==> src/sv/fcc_pkg.sv <==
// Shared types, constants and the CRC-8 byte update for the framed packet checker.
package fcc_pkg;

	localparam int MAX_BURST = 512;
	localparam int COUNT_W = 10;
	localparam logic [COUNT_W-1:0] COUNT_MAX = '1;
	localparam logic [7:0] HDR_BYTE = 8'hAA;
	localparam logic [7:0] TAIL_BYTE = 8'hBB;
	localparam logic [7:0] CRC_POLY = 8'h8C;
	localparam int LEN_POS = 17;
	localparam int ID_POS = 2;

	localparam logic CMD_BYTE = 1'b0;
	localparam logic CMD_IDLE = 1'b1;

	typedef enum logic [2:0] {
		STAT_OK = 3'd0,
		STAT_OVERLONG = 3'd1,
		STAT_BAD_HEADER = 3'd2,
		STAT_SHORT = 3'd3,
		STAT_BAD_TAIL = 3'd4,
		STAT_CRC_MISMATCH = 3'd5
	} frame_status_t;

	typedef struct packed {
		frame_status_t status;
		logic [7:0] id;
		logic [8:0] length;
	} result_t;

	// Reflected CRC-8, one byte, eight shift steps.
	function automatic logic [7:0] crc8_update(input logic [7:0] crc, input logic [7:0] b);
		logic [7:0] c;
		c = crc ^ b;
		for (int k = 0; k < 8; k++) begin
			if (c[0]) begin
				c = (c >> 1) ^ CRC_POLY;
			end else begin
				c = c >> 1;
			end
		end
		return c;
	endfunction

endpackage

==> src/sv/fcc_tracker.sv <==
// Burst state: byte count, running CRC, captured fields and check flags, plus the status decode.
module fcc_tracker (
	input logic clk,
	input logic arst_n,
	input logic evt_valid,
	input logic evt_command,
	input logic [7:0] evt_byte,
	output fcc_pkg::result_t result
);
	import fcc_pkg::*;

	logic [COUNT_W-1:0] byte_count_q, byte_count_d;
	logic [7:0] running_crc_q, running_crc_d;
	logic [7:0] payload_length_q, payload_length_d;
	logic [7:0] captured_id_q, captured_id_d;
	logic header_good_q, header_good_d;
	logic tail_good_q, tail_good_d;
	logic crc_good_q, crc_good_d;

	logic [COUNT_W-1:0] last_pos;
	logic [COUNT_W-1:0] need_count;
	logic [7:0] crc_step;

	assign last_pos = COUNT_W'(LEN_POS + 1) + {2'b00, payload_length_q};
	assign need_count = COUNT_W'(LEN_POS + 3) + {2'b00, payload_length_q};
	assign crc_step = crc8_update(running_crc_q, evt_byte);

	always_comb begin
		byte_count_d = byte_count_q;
		running_crc_d = running_crc_q;
		payload_length_d = payload_length_q;
		captured_id_d = captured_id_q;
		header_good_d = header_good_q;
		tail_good_d = tail_good_q;
		crc_good_d = crc_good_q;
		if (evt_valid && evt_command == CMD_IDLE) begin
			// The burst has ended; everything returns to its reset value.
			byte_count_d = '0;
			running_crc_d = '0;
			payload_length_d = '0;
			captured_id_d = '0;
			header_good_d = 1'b1;
			tail_good_d = 1'b1;
			crc_good_d = 1'b0;
		end else if (evt_valid) begin
			if (byte_count_q < COUNT_W'(2) && evt_byte != HDR_BYTE) begin
				header_good_d = 1'b0;
			end
			if (byte_count_q == COUNT_W'(ID_POS)) begin
				captured_id_d = evt_byte;
			end
			if (byte_count_q < COUNT_W'(LEN_POS) || byte_count_q <= last_pos) begin
				running_crc_d = crc_step;
			end
			if (byte_count_q == COUNT_W'(LEN_POS - 1)) begin
				payload_length_d = evt_byte;
			end
			if (byte_count_q >= COUNT_W'(LEN_POS)
					&& (byte_count_q == last_pos - COUNT_W'(1) || byte_count_q == last_pos)
					&& evt_byte != TAIL_BYTE) begin
				tail_good_d = 1'b0;
			end
			if (byte_count_q >= COUNT_W'(LEN_POS) && byte_count_q == last_pos + COUNT_W'(1)) begin
				crc_good_d = (evt_byte == running_crc_q);
			end
			if (byte_count_q != COUNT_MAX) begin
				byte_count_d = byte_count_q + COUNT_W'(1);
			end
		end
	end

	always_ff @(posedge clk or negedge arst_n) begin
		if (!arst_n) begin
			byte_count_q <= '0;
			running_crc_q <= '0;
			payload_length_q <= '0;
			captured_id_q <= '0;
			header_good_q <= 1'b1;
			tail_good_q <= 1'b1;
			crc_good_q <= 1'b0;
		end else begin
			byte_count_q <= byte_count_d;
			running_crc_q <= running_crc_d;
			payload_length_q <= payload_length_d;
			captured_id_q <= captured_id_d;
			header_good_q <= header_good_d;
			tail_good_q <= tail_good_d;
			crc_good_q <= crc_good_d;
		end
	end

	always_comb begin
		if (byte_count_q >= COUNT_W'(MAX_BURST)) begin
			result.status = STAT_OVERLONG;
		end else if (byte_count_q < COUNT_W'(2) || !header_good_q) begin
			result.status = STAT_BAD_HEADER;
		end else if (byte_count_q < COUNT_W'(LEN_POS) || byte_count_q < need_count) begin
			result.status = STAT_SHORT;
		end else if (!tail_good_q) begin
			result.status = STAT_BAD_TAIL;
		end else if (!crc_good_q) begin
			result.status = STAT_CRC_MISMATCH;
		end else begin
			result.status = STAT_OK;
		end
		result.id = captured_id_q;
		result.length = 9'(LEN_POS + 3) + {1'b0, payload_length_q};
	end

	a_idle_clears: assert property (@(posedge clk) disable iff (!arst_n)
		evt_valid && evt_command == CMD_IDLE |=> byte_count_q == '0 && header_good_q)
		else $error("burst state not cleared after idle");
	a_header_needs_byte: assert property (@(posedge clk) disable iff (!arst_n)
		!header_good_q |-> byte_count_q != '0)
		else $error("header flagged bad with no byte counted");
	a_tail_position: assert property (@(posedge clk) disable iff (!arst_n)
		!tail_good_q |-> byte_count_q > COUNT_W'(LEN_POS))
		else $error("tail flagged bad before the tail could arrive");

endmodule

==> src/sv/fcc_out_reg.sv <==
// Result register with valid and stall toward the receiving side.
module fcc_out_reg (
	input logic clk,
	input logic arst_n,
	input logic load,
	input fcc_pkg::result_t result,
	input logic result_stall,
	output logic free,
	output logic result_valid,
	output fcc_pkg::result_t result_q
);
	import fcc_pkg::*;

	logic valid_q;

	// The register may take a new result when empty or when its content leaves this cycle.
	assign free = !valid_q || !result_stall;
	assign result_valid = valid_q;

	always_ff @(posedge clk or negedge arst_n) begin
		if (!arst_n) begin
			valid_q <= 1'b0;
		end else if (load) begin
			valid_q <= 1'b1;
		end else if (!result_stall) begin
			valid_q <= 1'b0;
		end
	end

	always_ff @(posedge clk) begin
		if (load) begin
			result_q <= result;
		end
	end

	a_no_overwrite: assert property (@(posedge clk) disable iff (!arst_n)
		load |-> !valid_q || !result_stall)
		else $error("result overwritten while stalled");

endmodule

==> src/sv/frame_check_crc8_receiver.sv <==
// Framed packet checker with CRC-8 over received UART bytes: top level.
// The block takes one transfer per clock unless item_stall holds it: a received byte or an idle
// event that ends the burst. Each transfer is registered in the input register, then logic
// updates the byte count, the reflected CRC-8 and the header, length, tail and CRC checks. An idle
// event produces one result (status, transaction id, frame length), which is loaded into the result
// register as the event leaves the input register, and the burst state returns to reset. Bytes
// never produce a result and never wait in the input register; only an idle event can wait there,
// and only while a previous result is still stalled, which holds up the transfers behind it.
module frame_check_crc8_receiver (
	input logic clk,
	input logic arst_n,
	input logic item_valid,
	output logic item_stall,
	input logic command,
	input logic [7:0] rx_byte,
	output logic result_valid,
	input logic result_stall,
	output logic [2:0] frame_status,
	output logic [7:0] transaction_id,
	output logic [8:0] frame_length
);
	import fcc_pkg::*;

	logic valid_s1;
	logic command_s1;
	logic [7:0] rx_byte_s1;
	logic out_free;
	logic advance;
	logic accept;
	result_t result;
	result_t result_q;

	assign advance = valid_s1 && (command_s1 == CMD_BYTE || out_free);
	assign item_stall = valid_s1 && !advance;
	assign accept = item_valid && !item_stall;

	always_ff @(posedge clk or negedge arst_n) begin
		if (!arst_n) begin
			valid_s1 <= 1'b0;
		end else if (accept) begin
			valid_s1 <= 1'b1;
		end else if (advance) begin
			valid_s1 <= 1'b0;
		end
	end

	always_ff @(posedge clk) begin
		if (accept) begin
			command_s1 <= command;
			rx_byte_s1 <= rx_byte;
		end
	end

	fcc_tracker u_tracker (
		.clk(clk),
		.arst_n(arst_n),
		.evt_valid(advance),
		.evt_command(command_s1),
		.evt_byte(rx_byte_s1),
		.result(result)
	);

	fcc_out_reg u_out_reg (
		.clk(clk),
		.arst_n(arst_n),
		.load(advance && command_s1 == CMD_IDLE),
		.result(result),
		.result_stall(result_stall),
		.free(out_free),
		.result_valid(result_valid),
		.result_q(result_q)
	);

	assign frame_status = result_q.status;
	assign transaction_id = result_q.id;
	assign frame_length = result_q.length;

	a_byte_never_waits: assert property (@(posedge clk) disable iff (!arst_n)
		valid_s1 && command_s1 == CMD_BYTE |-> !item_stall)
		else $error("byte transfer held up");
	a_idle_gives_result: assert property (@(posedge clk) disable iff (!arst_n)
		advance && command_s1 == CMD_IDLE |=> result_valid)
		else $error("idle event did not produce a result");

endmodule

==> config.mk <==
export PLATFORM = sky130hd
export DESIGN_NAME = frame_check_crc8_receiver
export DESIGN_NICKNAME = d
export VERILOG_FILES = /design/src/sv/fcc_pkg.sv /design/src/sv/fcc_tracker.sv /design/src/sv/fcc_out_reg.sv /design/src/sv/frame_check_crc8_receiver.sv
export SDC_FILE = /design/constraint.sdc
export NUM_CORES = 1
export LEC_CHECK = 0
export ABC_AREA = 1
export ABC_CLOCK_PERIOD_IN_PS = 2800
export BUFFER_PORTS_ARGS = -buffer_cell sky130_fd_sc_hd__buf_2
export CAP_MARGIN = 40
export CORE_ASPECT_RATIO = 0.75
export CORE_MARGIN = 2
export CORE_UTILIZATION = 40
export CTS_BUF_LIST = sky130_fd_sc_hd__clkbuf_8
export DETAILED_ROUTE_END_ITERATION = 16
export GPL_TIMING_DRIVEN = 0
export SYNTH_ARGS = -nofsm -noshare
export SYNTH_HDL_FRONTEND = slang
export SYNTH_SLANG_ARGS = --single-unit
==> constraint.sdc <==
create_clock -name clk -period 2.8 [get_ports clk]
set_clock_uncertainty 0.15 [all_clocks]
set_input_delay 0.28 -clock clk [delete_from_list [all_inputs] [get_ports clk]]
set_output_delay 0.28 -clock clk [all_outputs]
set_load 0.02 [all_outputs]
==> reports/qor.txt <==
Outcome = finished, final reports clean
Post-DP Area = 0.00472 sq mm
Chip Height = 94.2 um
Normalized max-slew margin = 52.5%
WS Path Type = flop to flop
WL/cell = 15.1 um
Placed Cells = 718
Post-Syn Area = 0.00434 sq mm
EDFF count, synth = 29
Top-area cell type share of the netlist area = 21.4%
Die X-Extent = 124 um
# port buffers = 34
Sequential Area = 0.00185 sq mm
# DRC = 0
Std-Cell Rows = 32
Clock tree buffer depth = 2
Final setup violation count = 0
Synth top area cells = dfrtp_1, edfxtp_1, nand2_1, ha_1, nand3_1
# fillers = 984
Register area share after synthesis = 42.7%
Syn Inst Count = 546
NumNets Final = 655
Post-synthesis net count = 585
WP data arrival = 2780 ps
Async SR Flop Fraction = 57.4%
Startpoint types = flop
DR iter-0 viols = 312
Worst Tran Pin Value = 710 ps
Maxcap violations = 0
Commonest cells in the netlist = nand2_1, inv_1, nand3_1, nor2_1, dfrtp_1
Worst Path Max Fanout = 8
Pin count of the biggest net entering global routing = 30
CP required = 2880 ps
Routed Antenna Nets = 0
Yosys cell types = 37
Finished Layout Cells = 757
Starting Density = 41.6%
Initial antenna violation count = 0
Final setup margin = 106 ps
Worst-Skew Late Latency = 350 ps
All-Layer GR Usage = 19.8%
CTS root buffer = clkbuf_8
Final wirelength = 11.4 mm
Vias in the first global route = 3547
N_diodes = 0
CP Capture Type = flop
LEAKAGE = 2.55 nW
Pre-antenna DRT Iters = 4
Pins Over Slew Limit = 0
Core ar. = 0.0104 sq mm
Most common cell in the netlist = nand2_1
CTS buffer count = 9
Global route total overflow = 0
Post-Route Utilization = 51.7%
Syn-to-layout area delta = 24.2%
Dominant cell type by area after synthesis = dfrtp_1
Num ports = 35
Placer congestion estimate = 0.902
Finished Cell Area = 0.00539 sq mm
Layout cell share with drive strength beyond 1 = 20.8%
Final hold slack = 193 ps
Die ar. = 0.0117 sq mm
Yosys warns = 0
Multi-input gate area = 0.00241 sq mm
Max Clk Rate = 371 MHz
First-pass GRT wire length = 18.0 mm
TritonCTS clock tree = done
HP Class = input port to async pin
Clock period minus worst slack = 2690 ps
Pwr per Cell Area = 780 mW/mm^2
Clock transition at path regs = 80 ps
RSZ-0062 raised after global routing = yes
CTS sink count = 68
Detailed Place HPWL = 8.40 mm
Avg Synthesized Cell Area = 7.94 sq um
DP Worst Slack = -426 ps
VDD IR max = 420 uV
Hold Fails Final Rpt = 0
Ys flop type = dfrtp_1
Vias = 3940
Synthesized flop and latch total = 68
Fin crit share = 96.2%
Vias per inst = 5.20
Number of H-tree levels = 3
registers in the layout, summed over array words and instances, names as in the netlist, 8 cells and up:
| signal | cells |
|---|---|
| u_out_reg.result_q | 20 |
| u_tracker.byte_count_q | 10 |
| rx_byte_s1 | 8 |
| u_tracker.captured_id_q | 8 |
| u_tracker.payload_length_q | 8 |
| u_tracker.running_crc_q | 8 |
worst max-delay path, cell delays in order (launching register included):
cell	delay [ps]
dfrtp_2	410
buf_4	210
inv_1	100
ha_1	370
ha_1	300
nand2_1	70
nor4_2	220
inv_1	90
nand2_1	60
nor2_1	40
nand2_1	120
nand2_4	110
clkbuf_16	190
nand2_4	70
o31ai_4	60
per-layer routing:
metal	routed length (um)	GRT usage (%)	up-vias	part of all wire [%]
li1	-	-	1940	-
met1	5900	30.0	1872	52
met2	4780	28.6	119	42
met3	643	4.04	9	5.6
met4	106	5.06	0	0.93
met5	0	0	-	0
placed cells by master (no fill, tap or decap), types with 3 or more instances in the layout:
| master | count |
|---|---|
| nand2_1 | 139 |
| nand2_2 | 8 |
| o31ai_1 | 4 |
| ha_4 | 5 |
| nand2_4 | 6 |
| inv_1 | 53 |
| nor3_1 | 7 |
| dlygate4sd3_1 | 12 |
| dfrtp_1 | 33 |
| nor2_2 | 6 |
| clkbuf_8 | 10 |
| dfrtp_2 | 4 |
| edfxtp_1 | 29 |
| ha_1 | 21 |
| o21ai_0 | 15 |
| buf_4 | 11 |
| o21ai_1 | 11 |
| nor2_1 | 49 |
| o21ai_2 | 3 |
| nand3_2 | 3 |
| xor2_1 | 14 |
| clkbuf_1 | 4 |
| inv_2 | 6 |
| nor3b_1 | 3 |
| buf_2 | 40 |
| xor2_2 | 3 |
| nand3_1 | 52 |
| nand4_1 | 9 |
| a21oi_1 | 20 |
| xnor2_1 | 8 |
cell type report:
| cell class | count | share of cell area (%) |
|---|---|---|
| Clock inverter | 6 | 1.63 |
| Buffer | 12 | 1.25 |
| Inverter | 60 | 4.18 |
| Multi-Input combinational cell | 406 | 44.7 |
| Tap cell | 136 | 3.16 |
| Sequential cell | 68 | 34.4 |
| Clock buffer | 10 | 2.56 |
| Timing Repair Buffer | 59 | 8.13 |
kinds of logic (layout without fill, tap and decap cells):
group,Yosys count,count (layout),synth area share (%)
AND/OR/NAND/NOR,292,292,29.2
buffers and inverters,72,147,6.52
flip-flops,68,68,42.7
AO/OA/AOI/OAI,62,62,8.14
adder cells (fa/ha/maj),26,26,7.50
XOR/XNOR,26,26,5.95
through the flow:
| stage | power [mW] | TNS [ps] |
|---|---|---|
| after floorplan | 2.69 | 0 |
| after global placement | 3.01 | -3660 |
| after detailed placement | 3.06 | -3510 |
| after CTS | 4.04 | 0 |
| after global routing | 4.52 | -572 |
| final | 4.20 | 0 |
final timing paths:
| kind | from | endpoint | slack (ps) | depth (start not counted) |
|---|---|---|---|---|
| min in group clk | u_tracker.captured_id_q[3] | u_out_reg.result_q[12] | 300 | 0 |
| min reg2reg | u_tracker.captured_id_q[3] | u_out_reg.result_q[12] | 300 | 0 |
| max in group asynchronous | arst_n | u_tracker.tail_good_q | 1790 | 3 |
| max | u_tracker.payload_length_q[1] | u_tracker.running_crc_q[5] | 110 | 14 |
| min | arst_n | valid_s1 | 190 | 2 |
| max reg2reg | u_tracker.payload_length_q[1] | u_tracker.running_crc_q[5] | 110 | 14 |
repair_timing:
action                                 CTS  global route
gates cloned                             0             1
pin swaps                                0            15
buffers inserted                         5             5
setup endpoints to repair               11            12
endpoints found under the hold margin   48             0
hold buffers                            12             0
gates resized for setup                 12            35
report_power, final:
| group | internal, mW | switching (mW) |
|---|---|---|
| Combinational | 0.717 | 1.14 |
| Sequential | 1.25 | 0.176 |
| Clock | 0.525 | 0.390 |
| Total | 2.50 | 1.71 |
Note: power is estimated with default switching activity, not from simulation.
